$ cat config.mk
export PLATFORM = sky130hd
export DESIGN_NAME = i2c_register_byte_master_core_flat
export DESIGN_NICKNAME = d
export VERILOG_FILES = /design/src/design/i2crb_pkg.sv /design/src/design/i2crb_channels.sv /design/src/design/i2c_register_byte_master_core.sv /design/src/design/i2crb_seq.sv /design/src/flat_wrapper.sv
export SDC_FILE = /design/constraint.sdc
export NUM_CORES = 1
export LEC_CHECK = 0
export BUFFER_PORTS_ARGS = -buffer_cell sky130_fd_sc_hd__buf_2
export CORE_AREA = 2 2 86 88
export DETAILED_ROUTE_END_ITERATION = 7
export DIE_AREA = 0 0 88 90
export PLACE_DENSITY = 0.81
export SLEW_MARGIN = 20
export SYNTH_ARGS = -nofsm -noshare
export SYNTH_HDL_FRONTEND = slang
export SYNTH_HIERARCHICAL = 1
export SYNTH_SLANG_ARGS = --single-unit
$ cat constraint.sdc
create_clock -name clk -period 2.71 [get_ports clk]
set_input_delay 0.542 -clock clk [delete_from_list [all_inputs] [get_ports clk]]
set_output_delay 0.542 -clock clk [all_outputs]
set_load 0.03 [all_outputs]
$ cat src/design/i2crb_pkg.sv
// Package for the I2C register byte master: phase codes, command codes,
// result word type and reset constants. No dependencies.

package i2crb_pkg;

	// Command codes on the func field
	localparam logic [1:0] FUNC_TICK  = 2'd0;
	localparam logic [1:0] FUNC_WRITE = 2'd1;
	localparam logic [1:0] FUNC_READ  = 2'd2;

	// Slave address after reset
	localparam logic [6:0] DEV_ADDR_RESET = 7'd104;

	// Bit appended to the slave address for a read or a write
	localparam logic RW_READ  = 1'b1;
	localparam logic RW_WRITE = 1'b0;

	// Sequencer phases
	typedef enum logic [3:0] {
		PH_IDLE   = 4'd0,
		PH_START1 = 4'd1,
		PH_WDEV   = 4'd2,
		PH_ACK1   = 4'd3,
		PH_WREG   = 4'd4,
		PH_ACK2   = 4'd5,
		PH_WDATA  = 4'd6,
		PH_ACK3   = 4'd7,
		PH_STOPF  = 4'd8,
		PH_STOP1  = 4'd9,
		PH_START2 = 4'd10,
		PH_WDEVR  = 4'd11,
		PH_ACK4   = 4'd12,
		PH_RBYTE  = 4'd13,
		PH_MNACK  = 4'd14
	} phase_t;

	// One result word: pin levels and status for one tick
	typedef struct packed {
		logic       scl_level;
		logic       sda_release;
		logic       busy_res;
		logic       done_res;
		logic [7:0] read_data;
		logic       nack_seen;
	} res_t;

endpackage

$ cat src/design/i2crb_channels.sv
// Valid/ready channel interfaces for the I2C register byte master.
// Depends on nothing; payload widths follow the field list.

interface i2crb_in_if;
	logic       valid;
	logic       ready;
	logic [1:0] func;
	logic [7:0] reg_addr;
	logic [7:0] wr_data;
	logic       sda_in;

	modport source (output valid, output func, output reg_addr, output wr_data,
		output sda_in, input ready);
	modport sink (input valid, input func, input reg_addr, input wr_data,
		input sda_in, output ready);
endinterface

interface i2crb_out_if;
	logic       valid;
	logic       ready;
	logic       scl_level;
	logic       sda_release;
	logic       busy_res;
	logic       done_res;
	logic [7:0] read_data;
	logic       nack_seen;

	modport source (output valid, output scl_level, output sda_release,
		output busy_res, output done_res, output read_data, output nack_seen,
		input ready);
	modport sink (input valid, input scl_level, input sda_release,
		input busy_res, input done_res, input read_data, input nack_seen,
		output ready);
endinterface

$ cat src/design/i2c_register_byte_master_core.sv
// Top level of the I2C register byte master: channel handshake, slave
// address register and result register. Depends on i2crb_pkg, the channel
// interfaces and i2crb_seq.
//
// Usage: every word on the input channel is one bus delay tick. It carries
// func (0 tick only, 1 register write, 2 register read), reg_addr, wr_data
// and the sampled SDA level. Each accepted word yields exactly one result
// word: SCL level, SDA drive, busy, done, the last read byte and the NACK
// flag for that tick. A command is taken only while idle; while a
// transaction runs, func is ignored.
// Results are registered, valid after the edge that accepts the word.
// Throughput is one word per cycle while results are taken; the sequencer
// state updates in the same cycle the word is accepted, in one pass of
// logic. When the receiver stalls, the result register holds its word and
// input ready drops until it is taken; a new word enters in the cycle the
// held one leaves. Write the slave address (cfg_wr_en, cfg_wr_data) only
// while idle; the block does not enforce it. Reset clears the sequencer to
// idle, the result register to empty and sets the slave address to 104.

module i2c_register_byte_master_core (
	input  logic                  clk,
	input  logic                  arst_n,
	input  logic                  cfg_wr_en,
	input  logic [6:0]            cfg_wr_data,
	i2crb_in_if.sink              in_ch,
	i2crb_out_if.source           out_ch
);

	logic [6:0]        dev_q;
	logic              accept;
	logic              out_valid_q;
	i2crb_pkg::res_t   res;
	i2crb_pkg::res_t   res_q;

	// Take a word when the result register is empty or being drained
	assign in_ch.ready = !out_valid_q || out_ch.ready;
	assign accept      = in_ch.valid && in_ch.ready;

	// Slave address register
	always_ff @(posedge clk or negedge arst_n) begin
		if (!arst_n)
			dev_q <= i2crb_pkg::DEV_ADDR_RESET;
		else if (cfg_wr_en)
			dev_q <= cfg_wr_data;
	end

	i2crb_seq u_seq (
		.clk      (clk),
		.arst_n   (arst_n),
		.step     (accept),
		.func     (in_ch.func),
		.reg_addr (in_ch.reg_addr),
		.wr_data  (in_ch.wr_data),
		.sda_in   (in_ch.sda_in),
		.dev_addr (dev_q),
		.res      (res)
	);

	// Result register: load on accept, drop valid when taken
	always_ff @(posedge clk or negedge arst_n) begin
		if (!arst_n)
			out_valid_q <= 1'b0;
		else if (accept)
			out_valid_q <= 1'b1;
		else if (out_ch.ready)
			out_valid_q <= 1'b0;
	end

	always_ff @(posedge clk) begin
		if (accept)
			res_q <= res;
	end

	assign out_ch.valid       = out_valid_q;
	assign out_ch.scl_level   = res_q.scl_level;
	assign out_ch.sda_release = res_q.sda_release;
	assign out_ch.busy_res    = res_q.busy_res;
	assign out_ch.done_res    = res_q.done_res;
	assign out_ch.read_data   = res_q.read_data;
	assign out_ch.nack_seen   = res_q.nack_seen;

	// An accepted word always shows up as a result next cycle
	a_accept_result: assert property (@(posedge clk) disable iff (!arst_n)
		accept |=> out_valid_q)
		else $error("accepted word produced no result");

	// Done only inside a transaction
	a_done_busy: assert property (@(posedge clk) disable iff (!arst_n)
		(out_valid_q && res_q.done_res) |-> res_q.busy_res)
		else $error("done outside a transaction");

	// Idle ticks leave both lines released
	a_idle_lines: assert property (@(posedge clk) disable iff (!arst_n)
		(out_valid_q && !res_q.busy_res) |-> (res_q.scl_level && res_q.sda_release))
		else $error("bus driven while idle");

endmodule

$ cat src/design/i2crb_seq.sv
// Transaction sequencer: phase, tick and bit counters, shift register and
// latched command. Depends on i2crb_pkg.

module i2crb_seq (
	input  logic                clk,
	input  logic                arst_n,
	input  logic                step,
	input  logic [1:0]          func,
	input  logic [7:0]          reg_addr,
	input  logic [7:0]          wr_data,
	input  logic                sda_in,
	input  logic [6:0]          dev_addr,
	output i2crb_pkg::res_t     res
);

	i2crb_pkg::phase_t phase_q, ph_a, ph_n, ph_nxt;
	logic [1:0] tick_q, t_a, t_n;
	logic [3:0] bcnt_q, bc_a, bc_n;
	logic [7:0] shift_q, sh_n, sh_in;
	logic       is_read_q, isrd_a;
	logic [7:0] lreg_q, lreg_a;
	logic [7:0] ldata_q, ldata_a;
	logic       nack_q, nack_a, nack_n;
	logic [7:0] recv_q, recv_n;
	logic       cmd;
	logic       advance;
	logic       scl, sdo, busy, done;

	// Command start: an idle tick with a write or read code opens the start
	always_comb begin
		cmd = (phase_q == i2crb_pkg::PH_IDLE) &&
			(func == i2crb_pkg::FUNC_WRITE || func == i2crb_pkg::FUNC_READ);
		ph_a    = cmd ? i2crb_pkg::PH_START1 : phase_q;
		t_a     = cmd ? 2'd0 : tick_q;
		bc_a    = cmd ? 4'd0 : bcnt_q;
		lreg_a  = cmd ? reg_addr : lreg_q;
		ldata_a = cmd ? wr_data : ldata_q;
		isrd_a  = cmd ? (func == i2crb_pkg::FUNC_READ) : is_read_q;
		nack_a  = cmd ? 1'b0 : nack_q;
		sh_in   = {shift_q[6:0], sda_in};
	end

	// Phase that follows the current one
	always_comb begin
		case (ph_a)
			i2crb_pkg::PH_ACK2:  ph_nxt = isrd_a ? i2crb_pkg::PH_STOP1 : i2crb_pkg::PH_WDATA;
			i2crb_pkg::PH_ACK3:  ph_nxt = i2crb_pkg::PH_STOPF;
			i2crb_pkg::PH_STOPF: ph_nxt = i2crb_pkg::PH_IDLE;
			i2crb_pkg::PH_MNACK: ph_nxt = i2crb_pkg::PH_STOPF;
			i2crb_pkg::PH_START1: ph_nxt = i2crb_pkg::PH_WDEV;
			i2crb_pkg::PH_WDEV:  ph_nxt = i2crb_pkg::PH_ACK1;
			i2crb_pkg::PH_ACK1:  ph_nxt = i2crb_pkg::PH_WREG;
			i2crb_pkg::PH_WREG:  ph_nxt = i2crb_pkg::PH_ACK2;
			i2crb_pkg::PH_WDATA: ph_nxt = i2crb_pkg::PH_ACK3;
			i2crb_pkg::PH_STOP1: ph_nxt = i2crb_pkg::PH_START2;
			i2crb_pkg::PH_START2: ph_nxt = i2crb_pkg::PH_WDEVR;
			i2crb_pkg::PH_WDEVR: ph_nxt = i2crb_pkg::PH_ACK4;
			i2crb_pkg::PH_ACK4:  ph_nxt = i2crb_pkg::PH_RBYTE;
			i2crb_pkg::PH_RBYTE: ph_nxt = i2crb_pkg::PH_MNACK;
			default:             ph_nxt = i2crb_pkg::PH_IDLE;
		endcase
	end

	// Next state: tick and bit counting, shifting, acknowledge sampling
	always_comb begin
		ph_n    = ph_a;
		t_n     = t_a + 2'd1;
		bc_n    = bc_a;
		sh_n    = shift_q;
		nack_n  = nack_a;
		recv_n  = recv_q;
		advance = 1'b0;
		case (ph_a)
			i2crb_pkg::PH_START1, i2crb_pkg::PH_START2: begin
				advance = (t_a == 2'd1);
			end
			i2crb_pkg::PH_WDEV, i2crb_pkg::PH_WREG, i2crb_pkg::PH_WDATA,
			i2crb_pkg::PH_WDEVR: begin
				if (t_a == 2'd2) begin
					sh_n    = {shift_q[6:0], 1'b0};
					t_n     = 2'd0;
					bc_n    = bc_a + 4'd1;
					advance = (bc_a >= 4'd7);
				end
			end
			i2crb_pkg::PH_ACK1, i2crb_pkg::PH_ACK2, i2crb_pkg::PH_ACK3,
			i2crb_pkg::PH_ACK4: begin
				if (t_a == 2'd2 && sda_in)
					nack_n = 1'b1;
				advance = (t_a == 2'd3);
			end
			i2crb_pkg::PH_MNACK: begin
				advance = (t_a == 2'd3);
			end
			i2crb_pkg::PH_RBYTE: begin
				if (t_a == 2'd1) begin
					sh_n = sh_in;
					if (bc_a >= 4'd7)
						recv_n = sh_in;
				end
				if (t_a == 2'd2) begin
					t_n     = 2'd0;
					bc_n    = bc_a + 4'd1;
					advance = (bc_a >= 4'd7);
				end
			end
			i2crb_pkg::PH_STOPF, i2crb_pkg::PH_STOP1: begin
				advance = (t_a == 2'd2);
			end
			default: begin
				// idle or an unused code: hold counters, fall back to idle
				ph_n = i2crb_pkg::PH_IDLE;
				t_n  = tick_q;
			end
		endcase
		if (advance) begin
			ph_n = ph_nxt;
			t_n  = 2'd0;
			bc_n = 4'd0;
			case (ph_nxt)
				i2crb_pkg::PH_WDEV:  sh_n = {dev_addr, i2crb_pkg::RW_WRITE};
				i2crb_pkg::PH_WREG:  sh_n = lreg_a;
				i2crb_pkg::PH_WDATA: sh_n = ldata_a;
				i2crb_pkg::PH_WDEVR: sh_n = {dev_addr, i2crb_pkg::RW_READ};
				i2crb_pkg::PH_RBYTE: sh_n = 8'd0;
				default:             ;
			endcase
		end
	end

	// Outputs: pin levels and status for this tick
	always_comb begin
		scl  = 1'b1;
		sdo  = 1'b1;
		busy = 1'b1;
		done = 1'b0;
		case (ph_a)
			i2crb_pkg::PH_START1, i2crb_pkg::PH_START2: begin
				sdo = (t_a == 2'd0);
			end
			i2crb_pkg::PH_WDEV, i2crb_pkg::PH_WREG, i2crb_pkg::PH_WDATA,
			i2crb_pkg::PH_WDEVR: begin
				scl = (t_a == 2'd1);
				sdo = shift_q[7];
			end
			i2crb_pkg::PH_ACK1, i2crb_pkg::PH_ACK2, i2crb_pkg::PH_ACK3,
			i2crb_pkg::PH_ACK4, i2crb_pkg::PH_MNACK: begin
				scl = (t_a == 2'd1 || t_a == 2'd2);
			end
			i2crb_pkg::PH_RBYTE: begin
				scl = (t_a != 2'd2);
			end
			i2crb_pkg::PH_STOPF, i2crb_pkg::PH_STOP1: begin
				scl  = (t_a != 2'd0);
				sdo  = (t_a == 2'd2);
				done = (ph_a == i2crb_pkg::PH_STOPF) && (t_a == 2'd2);
			end
			default: begin
				busy = 1'b0;
			end
		endcase
		res.scl_level   = scl;
		res.sda_release = sdo;
		res.busy_res    = busy;
		res.done_res    = done;
		res.read_data   = recv_n;
		res.nack_seen   = nack_n;
	end

	// Advance the sequencer once per accepted tick
	always_ff @(posedge clk or negedge arst_n) begin
		if (!arst_n) begin
			phase_q   <= i2crb_pkg::PH_IDLE;
			tick_q    <= 2'd0;
			bcnt_q    <= 4'd0;
			shift_q   <= 8'd0;
			is_read_q <= 1'b0;
			lreg_q    <= 8'd0;
			ldata_q   <= 8'd0;
			nack_q    <= 1'b0;
			recv_q    <= 8'd0;
		end else if (step) begin
			phase_q   <= ph_n;
			tick_q    <= t_n;
			bcnt_q    <= bc_n;
			shift_q   <= sh_n;
			is_read_q <= isrd_a;
			lreg_q    <= lreg_a;
			ldata_q   <= ldata_a;
			nack_q    <= nack_n;
			recv_q    <= recv_n;
		end
	end

	// Bit counter never passes a full byte
	a_bcnt_range: assert property (@(posedge clk) disable iff (!arst_n)
		bcnt_q <= 4'd8)
		else $error("bit counter out of range");

	// Start phases never run past their last tick
	a_start_tick: assert property (@(posedge clk) disable iff (!arst_n)
		(phase_q == i2crb_pkg::PH_START1 || phase_q == i2crb_pkg::PH_START2)
		|-> tick_q <= 2'd1)
		else $error("start tick overrun");

	// Idle holds the counters at zero
	a_idle_clear: assert property (@(posedge clk) disable iff (!arst_n)
		phase_q == i2crb_pkg::PH_IDLE |-> (tick_q == 2'd0 && bcnt_q == 4'd0))
		else $error("counters not cleared in idle");

endmodule

$ cat src/flat_wrapper.sv
// flat-port wrapper written by rule: the top's interface ports become plain ports
module i2c_register_byte_master_core_flat 
  (clk, arst_n, cfg_wr_en, cfg_wr_data, in_ch_valid, in_ch_func, in_ch_reg_addr, in_ch_wr_data, in_ch_sda_in, in_ch_ready, out_ch_valid, out_ch_scl_level, out_ch_sda_release, out_ch_busy_res, out_ch_done_res, out_ch_read_data, out_ch_nack_seen, out_ch_ready);
  i2crb_in_if in_ch_i ();
  i2crb_out_if out_ch_i ();
  input  logic clk;
  input  logic arst_n;
  input  logic cfg_wr_en;
  input  logic [6:0] cfg_wr_data;
  input wire logic [$bits(in_ch_i.valid)-1:0] in_ch_valid;
  input wire logic [$bits(in_ch_i.func)-1:0] in_ch_func;
  input wire logic [$bits(in_ch_i.reg_addr)-1:0] in_ch_reg_addr;
  input wire logic [$bits(in_ch_i.wr_data)-1:0] in_ch_wr_data;
  input wire logic [$bits(in_ch_i.sda_in)-1:0] in_ch_sda_in;
  output wire logic [$bits(in_ch_i.ready)-1:0] in_ch_ready;
  output wire logic [$bits(out_ch_i.valid)-1:0] out_ch_valid;
  output wire logic [$bits(out_ch_i.scl_level)-1:0] out_ch_scl_level;
  output wire logic [$bits(out_ch_i.sda_release)-1:0] out_ch_sda_release;
  output wire logic [$bits(out_ch_i.busy_res)-1:0] out_ch_busy_res;
  output wire logic [$bits(out_ch_i.done_res)-1:0] out_ch_done_res;
  output wire logic [$bits(out_ch_i.read_data)-1:0] out_ch_read_data;
  output wire logic [$bits(out_ch_i.nack_seen)-1:0] out_ch_nack_seen;
  input wire logic [$bits(out_ch_i.ready)-1:0] out_ch_ready;
  assign in_ch_i.valid = in_ch_valid;
  assign in_ch_i.func = in_ch_func;
  assign in_ch_i.reg_addr = in_ch_reg_addr;
  assign in_ch_i.wr_data = in_ch_wr_data;
  assign in_ch_i.sda_in = in_ch_sda_in;
  assign in_ch_ready = in_ch_i.ready;
  assign out_ch_valid = out_ch_i.valid;
  assign out_ch_scl_level = out_ch_i.scl_level;
  assign out_ch_sda_release = out_ch_i.sda_release;
  assign out_ch_busy_res = out_ch_i.busy_res;
  assign out_ch_done_res = out_ch_i.done_res;
  assign out_ch_read_data = out_ch_i.read_data;
  assign out_ch_nack_seen = out_ch_i.nack_seen;
  assign out_ch_i.ready = out_ch_ready;
  i2c_register_byte_master_core u_core (.clk(clk), .arst_n(arst_n), .cfg_wr_en(cfg_wr_en), .cfg_wr_data(cfg_wr_data), .in_ch(in_ch_i), .out_ch(out_ch_i));
endmodule
==> metrics.md <==
| Metric | Value |
|---|---|
| Status | finished, final reports clean |
| Leakage | 1.94 nW |
| Reg clk slew, reported paths | 0.07 ns |
| CTS tree | built |
| Routing usage on met2 | 30.7% |
| Vias per inst | 5.55 |
| Vias in the first global route | 2595 |
| Worst Path Arrival | 2.85 ns |
| HP Class | primary input to asynchronous set/reset pin |
| Die X | 88 um |
| WP data required | 2.92 ns |
| Row cnt | 31 |
| Avg Synthesized Cell Area | 11.8 um2 |
| GR peak layer | met2 |
| Slowest CP cell | o41ai_1 |
| Synth Warn # | 6 |
| I/O Buffers | 45 |
| Hold Slack | 0.314 ns |
| Final slew viol count | 0 |
| Synth Net Count | 341 |
| CP max FO | 6 |
| Period Utilization, post-route | 97.5% |
| Yosys reg bits | 65 |
| Global-route usage over all layers | 20.4% |
| Final hold vios | 0 |
| Clk_skew | 0.00718 ns |
| Clock buffer count from CTS | 9 |
| # Max-Cap Violations | 0 |
| Setup_tns | 0 ns |
| Post-synth EDFFs | 13 |
| Worst R2R Setup Slack | 0.11 ns |
| Number of H-tree levels | 3 |
| Final total power | 3.76 mW |
| Routability cong. | 0.899 |
| M3 GR Usage | 4.59% |
| CP endpoint kind | register |
| Post-DP HPWL | 5460 um |
| Finished Layout Cells | 475 |
| Fill cells | 546 |
| Synthesized instance count | 303 |
| Largest net degree at the start of global routing | 53 |
| # IOs | 46 |
| Initial antenna violation count | 0 |
| Layout cells sized above 1 | 43.9% |
| Ys flop type | dfrtp_1 |
| Avg WL per Cell | 15.9 um |
| Via count | 2634 |
| Global-route wire length before repair | 12600 um |
| Slew HR | 49.6% |
| CP Cell Sequence | buf_2 -> inv_8 -> ha_4 -> nand3b_1 -> buf_6 -> nand2_2 -> inv_2 -> ha_4 -> buf_4 -> nor3b_2 -> buf_4 -> o41ai_1 -> buf_4 -> nand2_1 -> o41ai_1 |
| WL final | 7550 um |
| Layout Nets | 409 |
| Die Ht | 90 um |
| Die footprint | 7920 um2 |
| Unique masters post-synth | 59 |
| Async S/R FF share, synth | 80.0% |
| Mapped cell area | 3560 um2 |
| Worst-skew pair later-pin latency | 0.34 ns |
| Maximum single-stage delay on the critical path | 0.45 ns |
| IR drop worst, VDD | 0.406 mV |
| Register area share after synthesis | 47.6% |
| ANT nets after route | 0 |
| First-pass DRT Iterations | 5 |
| Final setup violation count | 0 |
| CP Launch Type | primary input |
| Iter 0 DRT Violations | 154 |
| Area Overhead vs Synth | 20.2% |
| Multi-input logic area | 1740 um2 |
| Placed Cells incl. Taps | 456 |
| Min Tclk post-route | 2.64 ns |
| Initial Utilization | 50.8% |
| Met1 GRT Util | 28.0% |
| Post-layout util | 61.0% |
| PD cells | 877 nW/um2 |
| Fmax | 379 MHz |
| DRC | 0 |
| # clock sinks | 65 |
| Total gr overflow | 0 |
| CORE AREA | 7020 um2 |
| Slew @ Worst Pin | 0.755 ns |
| Worst-case clock buffer depth | 2 |
| Most Frequent Cell on Critical Path | buf_4 |
| CP Class | primary input to register |
| Root buffer cell | clkbuf_8 |
| Reg area | 1700 um2 |
| Antenna cell count | 0 |
==> report_power, final <==
| part | internal, mW | switching (mW) | total (mW) |
|---|---|---|---|
| clock | 0.449 | 0.380 | 0.829 |
| sequential | 1.27 | 0.164 | 1.43 |
| combinational | 0.681 | 0.816 | 1.50 |
==> state kept, by name, summed over array words and instances (netlist names), 2 cells and up <==
register,flops
u_core/u_seq/ldata_q,8
u_core/u_seq/lreg_q,8
u_core/dev_q,7
u_core/u_seq/recv_q,8
u_core/u_seq/tick_q,2
u_core/u_seq/shift_q,8
u_core/out_ch.read_data,8
u_core/u_seq/phase_q,4
u_core/u_seq/bcnt_q,4
==> metrics by stage <==
stage	cell area (um2)	setup slack, ns
after detailed placement	4050	-0.355
final	4280	0.0687
after global placement	4050	-0.255
after CTS	4260	0.0126
after global routing	4280	-0.0165
after floorplan	3630	-0.115
==> cells by family (layout without fill, tap and decap cells) <==
group                      after synthesis  in the layout  synth area share [%]
AOI/OAI and AO/OA                       76             76                  16.0
adders and majority gates                7              7                  2.46
buffers and inverters                   32            105                  5.20
DFF                                     65             65                  47.6
muxes                                   42             42                  14.8
and+or+nand+nor                         81             81                  14.0
==> layout by cell type (no fill, tap or decap), drive strengths merged, types with 9 or more instances in the layout <==
cell type / instances
buf: 77
mux2: 40
a221oi: 9
a21oi: 11
dfrtp: 49
o21ai: 21
nor2: 21
nand2: 21
inv: 13
edfxtp: 13
clkbuf: 10
==> synth_stat cells, types with 3 or more instances <==
cell       n  area, um2
a32o_1     3       30.0
a221oi_1   5       43.8
and4_1     5       43.8
inv_1     11       41.3
ha_1       7       87.6
nor2b_1    4       25.0
o22ai_1    4       25.0
dfstp_2    3       78.8
o21a_1     3       22.5
and2_1     4       25.0
mux2_2    24        270
a221oi_2   4       60.1
edfxtp_1  13        390
nand2b_1   4       25.0
nand4_1    3       18.8
a221o_1    4       40.0
a22oi_1    7       52.6
a21oi_1   11       55.1
clkbuf_1   6       22.5
mux2_4    15        225
nand2_1   19       71.3
buf_4      6       45.0
buf_6      4       45.0
dfrtp_1   49       1230
nor3_1     4       20.0
nor2_1    20       75.1
o21ai_0   20        100
==> cell type report <==
| type | instances | area share, % |
|---|---|---|
| flip-flops and latches | 65 | 39.6 |
| multi-input cells | 206 | 40.6 |
| inverters | 12 | 1.23 |
| well taps | 99 | 2.89 |
| repair buffers | 77 | 11.0 |
| clock buffers | 10 | 3.21 |
| clock inverters | 6 | 1.52 |
==> per-layer routing <==
metal  part of all wire, %  vias to the layer above
li1                      -                     1260
met2                    47                       93
met1                    45                     1268
met4                   2.0                        0
met3                   5.5                       13
met5                     0                        -
==> worst max-delay path, delay by kind of cell <==
kind                       cells  cell delay [ns]
AOI/OAI and AO/OA              2             0.53
buffers and inverters          7             0.89
adders and majority gates      2             0.36
and+or+nand+nor                4             0.52
==> worst paths after layout <==
check	from	to	cells after the start
setup / recovery	in_ch_func[0]	u_core/u_seq/phase_q[3]	15
hold / removal	arst_n	u_core/u_seq/ldata_q[7]	2
setup reg to reg	u_core/u_seq/phase_q[2]	u_core/u_seq/phase_q[3]	13
hold reg to reg	u_core/u_seq/bcnt_q[1]	u_core/u_seq/bcnt_q[1]	1
max in group asynchronous	arst_n	u_core/u_seq/ldata_q[5]	2
min in group clk	in_ch_valid	u_core/out_ch.valid	2
==> what timing repair did <==
item / in CTS / in global routing
cloned: 0 / 0
hold buffers: 0 / 0
setup buffers: 1 / 2
resized for setup: 0 / 2
pin swaps: 0 / 3
setup endpoints to repair: 1 / 26
No activity file was read; power rests on OpenSTA's default activity.
